`src/rtl/ssb_pkg.sv`:
```
`timescale 1ns / 1ps

package ssb_pkg;

   // Sizes of the weight set and of the sums.
   localparam int MAX_WEIGHTS = 16;
   localparam int WEIGHT_BITS = 16;
   localparam int SUM_BITS    = 20;
   localparam int COUNT_BITS  = $clog2(MAX_WEIGHTS + 1);
   localparam int IDX_BITS    = $clog2(MAX_WEIGHTS);
   localparam int FUNC_BITS   = 2;
   localparam int MASK_BITS   = 16;

   // Request function codes.
   localparam logic [FUNC_BITS-1:0] FUNC_CLEAR = 2'd0;
   localparam logic [FUNC_BITS-1:0] FUNC_LOAD  = 2'd1;
   localparam logic [FUNC_BITS-1:0] FUNC_FIND  = 2'd2;

   typedef enum logic [2:0] {
      ST_SOLUTION  = 3'd0,
      ST_EXHAUSTED = 3'd1,
      ST_CANNOT    = 3'd2,
      ST_FULL      = 3'd3,
      ST_ACK       = 3'd4
   } status_type;

   typedef enum logic [1:0] {
      PH_IDLE   = 2'd0,
      PH_ENTER  = 2'd1,
      PH_RETURN = 2'd2,
      PH_DONE   = 2'd3
   } phase_type;

   typedef enum logic [1:0] {
      CS_IDLE   = 2'd0,
      CS_EXEC   = 2'd1,
      CS_WALK   = 2'd2,
      CS_FINISH = 2'd3
   } ctrl_state_type;

   typedef enum logic [2:0] {
      OP_NONE  = 3'd0,
      OP_CLEAR = 3'd1,
      OP_LOAD  = 3'd2,
      OP_START = 3'd3,
      OP_STEP  = 3'd4
   } dp_op_type;

   typedef struct packed {
      logic [FUNC_BITS-1:0] func;
      logic [15:0]          weight_value;
   } req_word_type;

   typedef struct packed {
      logic [MASK_BITS-1:0] subset_mask;
      logic [2:0]           status;
   } rsp_word_type;

   // Controller to datapath.
   typedef struct packed {
      logic       take;
      dp_op_type  op;
      logic       rsp_load;
      status_type rsp_status;
   } dp_cmd_type;

   // Datapath to controller.
   typedef struct packed {
      logic [FUNC_BITS-1:0] func;
      logic                 set_full;
      logic                 phase_idle;
      logic                 phase_done;
      logic                 below_target;
      logic                 step_found;
      logic                 step_end;
      logic                 rsp_busy;
   } dp_stat_type;

endpackage

```
`src/rtl/ssb_ctrl.sv`:
```
`timescale 1ns / 1ps

module ssb_ctrl (
   input  logic               clock,
   input  logic               reset,
   input  logic               req_valid,
   output logic               req_stall,
   input  ssb_pkg::dp_stat_type stat,
   output ssb_pkg::dp_cmd_type  cmd
);
   import ssb_pkg::*;

   ctrl_state_type state_ff, state_in;
   status_type     result_ff, result_in;

   always_ff @(posedge clock) begin
      if (reset) begin
         state_ff  <= CS_IDLE;
         result_ff <= ST_ACK;
      end else begin
         state_ff  <= state_in;
         result_ff <= result_in;
      end
   end

   always_comb begin
      state_in       = state_ff;
      result_in      = result_ff;
      req_stall      = (state_ff != CS_IDLE);
      cmd.take       = 1'b0;
      cmd.op         = OP_NONE;
      cmd.rsp_load   = 1'b0;
      cmd.rsp_status = result_ff;

      unique case (state_ff)
         CS_IDLE: begin
            if (req_valid) begin
               cmd.take = 1'b1;
               state_in = CS_EXEC;
            end
         end
         CS_EXEC: begin
            state_in  = CS_FINISH;
            result_in = ST_ACK;
            unique case (stat.func)
               FUNC_CLEAR: cmd.op = OP_CLEAR;
               FUNC_LOAD: begin
                  if (stat.set_full) begin
                     result_in = ST_FULL;
                  end else begin
                     cmd.op = OP_LOAD;
                  end
               end
               FUNC_FIND: begin
                  priority if (stat.phase_idle && stat.below_target) begin
                     result_in = ST_CANNOT;
                  end else if (stat.phase_idle) begin
                     cmd.op   = OP_START;
                     state_in = CS_WALK;
                  end else if (stat.phase_done) begin
                     result_in = ST_EXHAUSTED;
                  end else begin
                     state_in = CS_WALK;
                  end
               end
               default: result_in = ST_ACK;
            endcase
         end
         CS_WALK: begin
            cmd.op = OP_STEP;
            priority if (stat.step_found) begin
               result_in = ST_SOLUTION;
               state_in  = CS_FINISH;
            end else if (stat.step_end) begin
               result_in = ST_EXHAUSTED;
               state_in  = CS_FINISH;
            end
         end
         CS_FINISH: begin
            if (!stat.rsp_busy) begin
               cmd.rsp_load = 1'b1;
               state_in     = CS_IDLE;
            end
         end
         default: state_in = CS_IDLE;
      endcase
   end

endmodule

```
`src/rtl/ssb_dp.sv`:
```
`timescale 1ns / 1ps

module ssb_dp (
   input  logic                         clock,
   input  logic                         reset,
   input  ssb_pkg::req_word_type        req_word,
   output logic                         rsp_valid,
   input  logic                         rsp_stall,
   output ssb_pkg::rsp_word_type        rsp_word,
   input  logic                         csr_write,
   input  logic [ssb_pkg::SUM_BITS-1:0] csr_wdata,
   input  ssb_pkg::dp_cmd_type          cmd,
   output ssb_pkg::dp_stat_type         stat
);
   import ssb_pkg::*;

   // Sorted weight store; entries at or above the count are never read.
   logic [WEIGHT_BITS-1:0] weights_ff [MAX_WEIGHTS];
   logic [WEIGHT_BITS-1:0] weights_in [MAX_WEIGHTS];

   req_word_type           req_ff;
   logic [SUM_BITS-1:0]    target_ff, target_in;
   logic [COUNT_BITS-1:0]  count_ff, count_in;
   logic [SUM_BITS-1:0]    total_ff, total_in;
   // A set bit below the depth also means only the include branch has been tried.
   logic [MAX_WEIGHTS-1:0] mask_ff, mask_in;
   logic [COUNT_BITS-1:0]  depth_ff, depth_in;
   logic [SUM_BITS-1:0]    run_ff, run_in;
   logic [SUM_BITS-1:0]    rem_ff, rem_in;
   phase_type              phase_ff, phase_in;
   logic                   rsp_valid_ff, rsp_valid_in;
   rsp_word_type           rsp_word_ff, rsp_word_in;

   logic [WEIGHT_BITS-1:0] load_value;
   logic [WEIGHT_BITS-1:0] prev_weight [MAX_WEIGHTS];
   logic [MAX_WEIGHTS-1:0] gt_prev, gt_self;
   logic [COUNT_BITS-1:0]  parent;
   logic [IDX_BITS-1:0]    rd_idx;
   logic [SUM_BITS-1:0]    rd_weight;
   logic                   reach, at_target, fits, node_ok;
   logic                   step_found, step_end;

   assign load_value = req_ff.weight_value[WEIGHT_BITS-1:0];
   assign parent     = depth_ff - COUNT_BITS'(1);
   assign rd_idx     = (phase_ff == PH_RETURN) ? parent[IDX_BITS-1:0]
                                               : depth_ff[IDX_BITS-1:0];
   assign rd_weight  = SUM_BITS'(weights_ff[rd_idx]);

   assign reach     = ({1'b0, run_ff} + {1'b0, rem_ff}) >= {1'b0, target_ff};
   assign at_target = (run_ff == target_ff);
   assign fits      = (depth_ff < count_ff) &&
                      (({1'b0, run_ff} + {1'b0, rd_weight}) <= {1'b0, target_ff});
   assign node_ok   = reach && (at_target || fits);

   // Insertion cells: each entry compares against the new weight in parallel.
   always_comb begin
      gt_prev[0]     = 1'b0;
      prev_weight[0] = '0;
      for (int i = 0; i < MAX_WEIGHTS; i++) begin
         gt_self[i] = (COUNT_BITS'(i) < count_ff) && (weights_ff[i] > load_value);
      end
      for (int i = 1; i < MAX_WEIGHTS; i++) begin
         gt_prev[i]     = gt_self[i-1];
         prev_weight[i] = weights_ff[i-1];
      end
   end

   always_comb begin
      weights_in   = weights_ff;
      target_in    = csr_write ? csr_wdata : target_ff;
      count_in     = count_ff;
      total_in     = total_ff;
      mask_in      = mask_ff;
      depth_in     = depth_ff;
      run_in       = run_ff;
      rem_in       = rem_ff;
      phase_in     = phase_ff;
      step_found   = 1'b0;
      step_end     = 1'b0;

      unique case (cmd.op)
         OP_NONE: ;
         OP_CLEAR: begin
            count_in = '0;
            total_in = '0;
            mask_in  = '0;
            depth_in = '0;
            run_in   = '0;
            rem_in   = '0;
            phase_in = PH_IDLE;
         end
         OP_LOAD: begin
            for (int i = 0; i < MAX_WEIGHTS; i++) begin
               if (gt_prev[i]) begin
                  weights_in[i] = prev_weight[i];
               end else if (gt_self[i] || (COUNT_BITS'(i) == count_ff)) begin
                  weights_in[i] = load_value;
               end
            end
            count_in = count_ff + COUNT_BITS'(1);
            total_in = total_ff + SUM_BITS'(load_value);
            mask_in  = '0;
            depth_in = '0;
            run_in   = '0;
            rem_in   = '0;
            phase_in = PH_IDLE;
         end
         OP_START: begin
            mask_in  = '0;
            depth_in = '0;
            run_in   = '0;
            rem_in   = total_ff;
            phase_in = PH_ENTER;
         end
         OP_STEP: begin
            unique case (phase_ff)
               PH_ENTER: begin
                  priority if (!node_ok) begin
                     phase_in = PH_RETURN;
                  end else if (at_target) begin
                     step_found = 1'b1;
                     phase_in   = PH_RETURN;
                  end else begin
                     // Include branch at this depth.
                     mask_in[depth_ff[IDX_BITS-1:0]] = 1'b1;
                     run_in   = run_ff + rd_weight;
                     rem_in   = rem_ff - rd_weight;
                     depth_in = depth_ff + COUNT_BITS'(1);
                  end
               end
               PH_RETURN: begin
                  priority if (depth_ff == '0) begin
                     step_end = 1'b1;
                     phase_in = PH_DONE;
                  end else if (mask_ff[parent[IDX_BITS-1:0]]) begin
                     // Switch the parent to its exclude branch.
                     mask_in[parent[IDX_BITS-1:0]] = 1'b0;
                     run_in   = run_ff - rd_weight;
                     phase_in = PH_ENTER;
                  end else begin
                     rem_in   = rem_ff + rd_weight;
                     depth_in = parent;
                  end
               end
               default: begin
                  step_end = 1'b1;
                  phase_in = PH_DONE;
               end
            endcase
         end
         default: ;
      endcase
   end

   always_comb begin
      rsp_valid_in = rsp_valid_ff && rsp_stall;
      rsp_word_in  = rsp_word_ff;
      if (cmd.rsp_load) begin
         rsp_valid_in            = 1'b1;
         rsp_word_in.status      = cmd.rsp_status;
         rsp_word_in.subset_mask = (cmd.rsp_status == ST_SOLUTION) ?
                                   MASK_BITS'(mask_ff) : '0;
      end
   end

   always_ff @(posedge clock) begin
      weights_in_loop : for (int i = 0; i < MAX_WEIGHTS; i++) begin
         weights_ff[i] <= weights_in[i];
      end
      rsp_word_ff <= rsp_word_in;
      if (cmd.take) begin
         req_ff <= req_word;
      end
   end

   always_ff @(posedge clock) begin
      if (reset) begin
         target_ff    <= '0;
         count_ff     <= '0;
         total_ff     <= '0;
         mask_ff      <= '0;
         depth_ff     <= '0;
         run_ff       <= '0;
         rem_ff       <= '0;
         phase_ff     <= PH_IDLE;
         rsp_valid_ff <= 1'b0;
      end else begin
         target_ff    <= target_in;
         count_ff     <= count_in;
         total_ff     <= total_in;
         mask_ff      <= mask_in;
         depth_ff     <= depth_in;
         run_ff       <= run_in;
         rem_ff       <= rem_in;
         phase_ff     <= phase_in;
         rsp_valid_ff <= rsp_valid_in;
      end
   end

   assign stat.func         = req_ff.func;
   assign stat.set_full     = (count_ff >= COUNT_BITS'(MAX_WEIGHTS));
   assign stat.phase_idle   = (phase_ff == PH_IDLE);
   assign stat.phase_done   = (phase_ff == PH_DONE);
   assign stat.below_target = (total_ff < target_ff);
   assign stat.step_found   = step_found;
   assign stat.step_end     = step_end;
   assign stat.rsp_busy     = rsp_valid_ff && rsp_stall;

   assign rsp_valid = rsp_valid_ff;
   assign rsp_word  = rsp_word_ff;

endmodule

```
`src/rtl/subset_sum_backtracking.sv`:
```
`timescale 1ns / 1ps

// Subset-sum search engine. Weights are loaded one word at a time on the
// request channel and kept in ascending order; each find request resumes a
// depth-first search and returns the next subset summing to target_sum, if any.
// The request channel (req_valid, req_stall, req_word) carries a function code
// and a weight; the response channel (rsp_valid, rsp_stall, rsp_word) returns
// one word per request: a subset mask over sorted positions and a status.
// target_sum is to be written through csr_write and csr_wdata only while the
// block is idle; the block itself does not enforce this. A clear, a load or a
// find that needs no search passes from the accepted request through the
// execute and finish states into the output register. A find that walks the
// tree also passes through the walk state, where the single-step walk unit
// takes one tree step (one node entry or one backtrack) at a time. One request
// is in flight at a time; the block takes the next request once the previous
// response sits in the output register, even while that word is still stalled.
// If the receiver stalls, the response holds and the block waits to hand over
// the following response. A synchronous reset empties the weight set, clears
// the search, sets target_sum to zero and drops any pending response.
module subset_sum_backtracking (
   input  logic                         clock,
   input  logic                         reset,
   input  logic                         req_valid,
   output logic                         req_stall,
   input  ssb_pkg::req_word_type        req_word,
   output logic                         rsp_valid,
   input  logic                         rsp_stall,
   output ssb_pkg::rsp_word_type        rsp_word,
   input  logic                         csr_write,
   input  logic [ssb_pkg::SUM_BITS-1:0] csr_wdata
);
   import ssb_pkg::*;

   // Command and status between the sequencer and the search datapath.
   dp_cmd_type  cmd;
   dp_stat_type stat;

   ssb_ctrl u_ctrl (
      .clock     (clock),
      .reset     (reset),
      .req_valid (req_valid),
      .req_stall (req_stall),
      .stat      (stat),
      .cmd       (cmd)
   );

   ssb_dp u_dp (
      .clock     (clock),
      .reset     (reset),
      .req_word  (req_word),
      .rsp_valid (rsp_valid),
      .rsp_stall (rsp_stall),
      .rsp_word  (rsp_word),
      .csr_write (csr_write),
      .csr_wdata (csr_wdata),
      .cmd       (cmd),
      .stat      (stat)
   );

endmodule

```
`config.mk`:
```
export PLATFORM = sky130hd
export DESIGN_NAME = subset_sum_backtracking
export DESIGN_NICKNAME = d
export VERILOG_FILES = /design/src/rtl/ssb_pkg.sv /design/src/rtl/ssb_ctrl.sv /design/src/rtl/ssb_dp.sv /design/src/rtl/subset_sum_backtracking.sv
export SDC_FILE = /design/constraint.sdc
export NUM_CORES = 2
export LEC_CHECK = 0
export BUFFER_PORTS_ARGS = -buffer_cell sky130_fd_sc_hd__buf_2
export CORE_MARGIN = 5
export CORE_UTILIZATION = 63
export DETAILED_ROUTE_END_ITERATION = 10
export PLACE_DENSITY = 0.9
export REMOVE_ABC_BUFFERS = 1
export SYNTH_ARGS = -nofsm -noshare
export SYNTH_HDL_FRONTEND = slang
export SYNTH_SLANG_ARGS = --single-unit
```
`constraint.sdc`:
```
create_clock -name clock -period 18.5 [get_ports clock]
set_input_delay 0.925 -clock clock [delete_from_list [all_inputs] [get_ports clock]]
set_output_delay 0.925 -clock clock [all_outputs]
set_load 0.005 [all_outputs]
```
-- Word-level counts from Yosys, hierarchy flattened
Cells that the tools add are included.
Widths: inputs -> output; s select.
- flip-flop bits (word level): 407
- word-level logic and storage cells: 321
- output and inout port bits: 21
- input bits: 43
- equality and inequality tests: 39
- bitwise logic cells: 4
- reduce and logical (&&, ||, !) cells: 89
- order comparisons: 42
- add/subtract/negate cells: 10
- multiplexer cells: 106
- operators with widths (kind ; number):
    $mux 16 ; 36
    $gt 16x16->1 ; 16
    $mux 20 ; 8
    $pmux 20 s2 ; 4
    $bmux 16 s4 ; 1
    $pmux 16 s2 ; 2
    $add 20x16->20 ; 3
    $pmux 20 s3 ; 1
    $eq 4x5->1 const A ; 8
    $lt 4x5->1 const A ; 8
    $sub 20x16->20 ; 2
    $reduce_bool 2->1 ; 19
    $reduce_and 2->1 ; 17
    $pmux 5 s2 ; 3
    $mux 2 ; 13
    $logic_and 1x1->1 ; 22
    $add 20x16->21 ; 1
    $add 20x20->21 ; 1
    $ge 21x20->1 ; 1
    $le 21x20->1 ; 1
    $mux 3 ; 7
    $eq 20x20->1 ; 1
    $eq 3x5->1 const A ; 4
    $lt 20x20->1 ; 1
    46 further kinds ; 110

-- Depth between registers and ports, before layout
- word-level depth: 16
- depth in mapped cells: 40
- mapped depth without buffers: 33

-- Cells and area by module
From an unflattened synthesis, not the netlist that was laid out.
- cell total of the unflattened synthesis: 2989
- area total of the unflattened synthesis: 31169.9 um^2
- by module, submodules not included (module ; area each (um^2) ; sequential area each (um^2) ; instances ; cells each):
    ssb_dp ; 30698.2 ; 10980.5 ; 1 ; 2929
    ssb_ctrl ; 471.7 ; 100.1 ; 1 ; 60

-- Least setup slack after synthesis
OpenSTA, ideal clock, no wires.
- path type: flip-flop to flip-flop
- start: reg u_dp.phase_ff[0]
- end: reg u_dp.run_ff[3]
- data arrival time: 7.467 ns
- slack: 10.963 ns
- library setup time: 0.070 ns
- stages on the path, launching flop included: 39
- clock period less this slack: 7.537 ns
- data required time: 18.430 ns
- path buffers: 8
- cell sequence: dfxtp_1 -> inv_1 -> ha_1 -> buf_6 -> inv_1 -> clkbuf_1 -> ha_1 -> buf_4 -> buf_8 -> buf_12 -> buf_4 -> mux4_2 -> a221oi_1 -> inv_1 -> ha_1 -> or3_1 -> o211a_1 -> nor2_1 -> (+3 left out) -> nand2b_1 -> a21o_1 -> a21oi_1 -> xnor2_1 -> ha_1 -> a21o_1 -> a21oi_1 -> nor2_1 -> a211o_1 -> nor4_1 -> a2bb2oi_1 -> nand2_1 -> a311oi_2 -> o31a_1 -> clkbuf_8 -> clkbuf_1 -> o311ai_0 -> a21oi_1
- word-level cells in the longest chain between the ends: 13
- elaborated cells between the ends (all ways): 38
- those cells by class: 3 x add/sub; 1 x order compare; 11 x eq/ne; 14 x mux; 1 x bitwise; 8 x reduce/logical
- RTL lines (element ; RTL line ; RTL):
    start: declaration ; ssb_dp.sv:30 ; phase_type phase_ff, phase_in;
    start signal: assignment ; ssb_dp.sv:195 ; phase_ff <= phase_in;
    $eq 2x2->1 ; ssb_dp.sv:45, ssb_dp.sv:116 ;
    $mux 4 ; ssb_dp.sv:45 ; assign rd_idx = (phase_ff == PH_RETURN) ? parent[IDX_BITS-1:0]
    $not 4->5 (not written as such) ; ssb_dp.sv:47 ; assign rd_weight = SUM_BITS'(weights_ff[rd_idx]);
    $bmux 16 s4 ; ssb_dp.sv:47 ;
    $mux 16 (not written as such) (2 in series) ; ssb_dp.sv:47 ;
    $add 20x16->21 ; ssb_dp.sv:52 ; (({1'b0, run_ff} + {1'b0, rd_weight}) <= {1'b0, target_ff});
    $le 21x20->1 ; ssb_dp.sv:52 ;
    $logic_and 1x1->1 ; ssb_dp.sv:51 ; assign fits = (depth_ff < count_ff) &&
    $logic_or 1x1->1 ; ssb_dp.sv:53 ; assign node_ok = reach && (at_target || fits);
    $logic_and 1x1->1 ; ssb_dp.sv:53 ;
    $ne 3x2->1 (no source line) ; - ;
    $reduce_and 6->1 (no source line) ; - ;
    end signal: assignment ; ssb_dp.sv:193 ; run_ff <= run_in;
    end: declaration ; ssb_dp.sv:28 ; logic [SUM_BITS-1:0] run_ff, run_in;
Parallel ways exist; a longest one is shown, timed or not. The select of a mux whose other input is x is not followed.
A chain may end at the register's enable or synchronous reset.

-- Worst setup path in the final report
- start: reg u_dp.phase_ff[0]
- end: reg u_dp.depth_ff[4]
- word-level cells in the longest chain between the ends: 13
- elaborated cells between the ends (all ways): 32
- those cells by class: 1 x add/sub; 1 x order compare; 11 x eq/ne; 10 x mux; 1 x bitwise; 8 x reduce/logical
- RTL lines (element ; RTL line ; RTL):
    $eq 2x2->1 ; ssb_dp.sv:45, ssb_dp.sv:116 ;
    $mux 4 ; ssb_dp.sv:45 ;
    $not 4->5 (not written as such) ; ssb_dp.sv:47 ;
    $bmux 16 s4 ; ssb_dp.sv:47 ;
    $mux 16 (not written as such) (2 in series) ; ssb_dp.sv:47 ;
    $add 20x16->21 ; ssb_dp.sv:52 ;
    $le 21x20->1 ; ssb_dp.sv:52 ;
    $logic_and 1x1->1 ; ssb_dp.sv:51 ;
    $logic_or 1x1->1 ; ssb_dp.sv:53 ;
    $logic_and 1x1->1 ; ssb_dp.sv:53 ;
    $ne 3x2->1 (no source line) ; - ;
    $reduce_and 6->1 (no source line) ; - ;
    end signal: assignment ; ssb_dp.sv:192 ; depth_ff <= depth_in;
    end: declaration ; ssb_dp.sv:27 ; logic [COUNT_BITS-1:0] depth_ff, depth_in;
Parallel ways exist; a longest one is shown, timed or not. The select of a mux whose other input is x is not followed.

==> summary.md <==
| Metric | Value |
|---|---|
| Outcome | `finished clean` |
| Initial detailed-routing violation count | `roughly 2700` |
| Global routing usage on met1 | `0.400` |
| Final setup violation count | `0` |
| Area of the core region | `48700 um2` |
| Slowest stage cell on the critical path | `sky130_fd_sc_hd__or4_1` |
| Worst reg2reg startpoint | `u_dp.phase_ff[0]` |
| Worst IR Drop VDD | `72.6 uV` |
| Top cells by instance count after synthesis | `sky130_fd_sc_hd__ha_1 (419), sky130_fd_sc_hd__edfxtp_1 (293), sky130_fd_sc_hd__mux2_2 (224)` |
| Detailed Place HPWL | `70.9 mm` |
| Site Rows | `81` |
| Post-Synthesis Cells | `2926` |
| Most common flop cell mapped by yosys | `sky130_fd_sc_hd__edfxtp_1` |
| Most area-consuming cells after synthesis | `sky130_fd_sc_hd__edfxtp_1 (28%), sky130_fd_sc_hd__ha_1 (17%), sky130_fd_sc_hd__mux2_2 (8.2%)` |
| Shortest clock period the worst path allows after layout | `10.33 ns` |
| Startpoint type of the worst setup path | `flip-flop` |
| Antenna Violating Nets Remaining | `0` |
| Post-Syn Area | `30900 um2` |
| Number of vias per cell | `6.88` |
| Worst setup path startpoint | `u_dp.phase_ff[0]` |
| Share of synthesized flip-flops with an asynchronous set or reset | `0` |
| Worst clock skew | `0.0335 ns` |
| Layout net count | `approximately 3400` |
| Number of I/O port buffers | `63` |
| Leakage power total | `approximately 13 nW` |
| Worst-path fanout max | `43` |
| Yosys top cell by area | `sky130_fd_sc_hd__edfxtp_1` |
| Number of antenna violations at the first check in global routing | `1` |
| Setup fix buffers added after clock tree synthesis | `0` |
| I/O Pins | `64` |
| Count of warnings emitted by yosys | `0` |
| Hold-fix buffer count after cts | `0` |
| Cell repeated most along the worst path | `sky130_fd_sc_hd__a21oi_1` |
| Post-detailed-route DRC marker count | `0` |
| Count leader, synth | `sky130_fd_sc_hd__ha_1` |
| Hold Path Origin | `u_ctrl.result_ff[1]` |
| Horizontal extent of the die | `between 200 and 250 um` |
| PwrDens | `99.0 nW/um2` |
| Vias in the first global route | `25600` |
| Achievable Freq | `96.8 MHz` |
| Final Max Slew Viols | `0` |
| Avg Synthesized Cell Area | `10.6 um2` |
| Synthesis-to-finish area growth | `8.00%` |
| Clock sink count | `407` |
| Die area | `53600 um2` |
| Clock insertion delay at the later pin of the skew report | `0.63 ns` |
| Routability congestion estimate from global placement | `slightly below 1` |
| Hold WC Path Type | `reg -> reg` |
| Crit Path Category | `reg -> reg` |
| Number of gates resized after CTS | `0` |
| Kind of cell adding the most delay to the critical path | `compound AO/OA/AOI/OAI gates` |
| Post-synth top area share | `0.284` |
| Ant. Diodes | `0` |
| Synth unique cells | `91` |
| Total global routing track utilization | `0.339` |
| WL final | `93.4 mm` |
| Combined buffer and inverter count along the critical path | `6` |
| Clock root buffer | `sky130_fd_sc_hd__clkbuf_16` |
| Fraction of final layout cells sized beyond drive strength 1 | `0.168` |
| Worst Path Required | `approximately 19 ns` |
| Largest net degree at the start of global routing | `80` |
| Sequential area share after synthesis | `0.358` |
| Clock-pin transition on the worst setup and hold timing paths | `0.06 ns` |
| Data arrival time at the worst-slack endpoint | `10.86 ns` |
| Maximum cell stage delay along the critical path | `~0.74 ns` |
| RSZ-0062 raised after global routing | `false` |
| Slew at the pin closest to its max-slew limit | `approximately 1.3 ns` |
| CTS Buf Count | `46` |
| First-pass GRT wire length | `142 mm` |
| Layout Cell Area excl Fill | `roughly 33000 um2` |
| Die Y | `232 um` |
| TritonCTS clock tree | `done` |
| Total of flip-flops plus latches after synthesis | `between 400 and 500` |
| Accumulated negative setup slack | `0 ns` |
| M3 GR Usage | `0.0522` |
| GR met2 Demand/Resource | `0.580` |
| Share of the clock period used by the worst path after layout | `0.558` |
| Total number of vias | `25100` |
| First-pass detailed-route iteration total | `8` |
| WL/cell | `25.6 um` |
| Final Hold Vio Count | `0` |
| Aggregate global routing overflow | `0` |
| Number of enable-type register cells in the synthesized netlist | `293` |
| Element type at the critical path end | `flip-flop` |
| H-tree depth | `2` |
| Normalized max-slew margin | `0.141` |
| Maximum count of clock buffers along a single path | `3` |
| Placed Instance Area | `31900 um2` |
| Initial core utilization | `0.635` |
| Post-Route Hold Slack | `0.459 ns` |
| Max-cap viol count | `0` |
| GRT Max-Usage Layer | `met2` |
## through the flow
stage	total power [mW]	utilization	cells	setup slack [ns]
2_1_floorplan	1.97	-	2803	7.48
3_3_place_gp	2.27	0.654	3570	8.81
3_5_place_dp	2.33	0.654	3570	8.50
4_1_cts	3.29	0.685	3654	8.44
5_1_grt	3.47	0.685	3654	7.65
6_report	3.31	0.685	3654	8.17
## worst register-to-register path, delay by kind of cell, from the launching register on
kind                     cells  cell delay (ns)
flip-flops                   1             0.35
XOR/XNOR                     1             0.15
adder cells (fa/ha/maj)      4             1.58
buffers and inverters        6             2.00
AO/OA/AOI/OAI               14             3.44
AND/OR/NAND/NOR              6             2.05
multiplexers                 1             0.68
## layout make-up
class                           instances  area, um2
Multi-Input combinational cell       2273      18900
Fill cell                            3543      15300
Sequential cell                       407      11100
Clock buffer                           60       1250
Tap cell                              664        831
Timing Repair Buffer                  103        618
Inverter                              123        462
Clock inverter                         24        293
## placed cells by master (no fill, tap or decap), drive strengths merged, types with 61 or more instances in the layout
master and instances:
nor3 61, xnor2 72, dfxtp 114, nand4 65, nand3 75, o21ai 154
a21o 70, mux4 64, mux2 224, nor2 153, ha 419, nand2 148
inv 124, buf 103, a21oi 221, edfxtp 293
## power by group
part           total (mW)  switching, mW  internal (mW)
logic                1.24          0.730          0.510
clock network       0.953          0.402          0.551
registers            1.11         0.0608           1.05
## logic make-up (layout without fill, tap and decap cells)
| group | count (synthesis) | count (layout) | synth area share |
|---|---|---|---|
| buffers and inverters | 246 | 310 | 0.0353 |
| muxes | 333 | 333 | 0.143 |
| xor gates and xnor gates | 114 | 114 | 0.0336 |
| DFF | 407 | 407 | 0.358 |
| and+or+nand+nor | 697 | 697 | 0.113 |
| AOI/OAI and AO/OA | 705 | 705 | 0.144 |
| adders and majority gates | 424 | 424 | 0.173 |
## layer usage
| layer | share of wire | wire length, um | vias up |
|---|---|---|---|
| li1 | - | - | 11200 |
| met1 | 0.36 | 33600 | 12200 |
| met2 | 0.49 | 45300 | 1347 |
| met3 | 0.083 | 7710 | 384 |
| met4 | 0.073 | 6800 | 2 |
| met5 | 0.00019 | 18 | - |
## flip-flops by register name, indices dropped and copies added, names as in the netlist, 3 cells and up
signal / flops
u_dp.rem_ff: 20
u_ctrl.result_ff: 3
u_dp.rsp_word: 19
u_dp.total_ff: 20
u_dp.depth_ff: 5
u_dp.mask_ff: 16
u_dp.prev_weight: 240
u_dp.run_ff: 20
u_dp.target_ff: 20
u_dp.weights_ff: 16
u_dp.count_ff: 5
u_dp.load_value: 16
## path summary, 6_finish.rpt
| kind | end | slack (ns) | cells past startpoint |
|---|---|---|---|
| max reg2reg | u_dp.depth_ff[4] | 8.17 | 32 |
| min | u_dp.rsp_word[1] | 0.46 | 0 |
| min reg2reg | u_dp.rsp_word[1] | 0.46 | 0 |
| max | u_dp.depth_ff[4] | 8.17 | 32 |
Power figures use the tool's default switching activity.
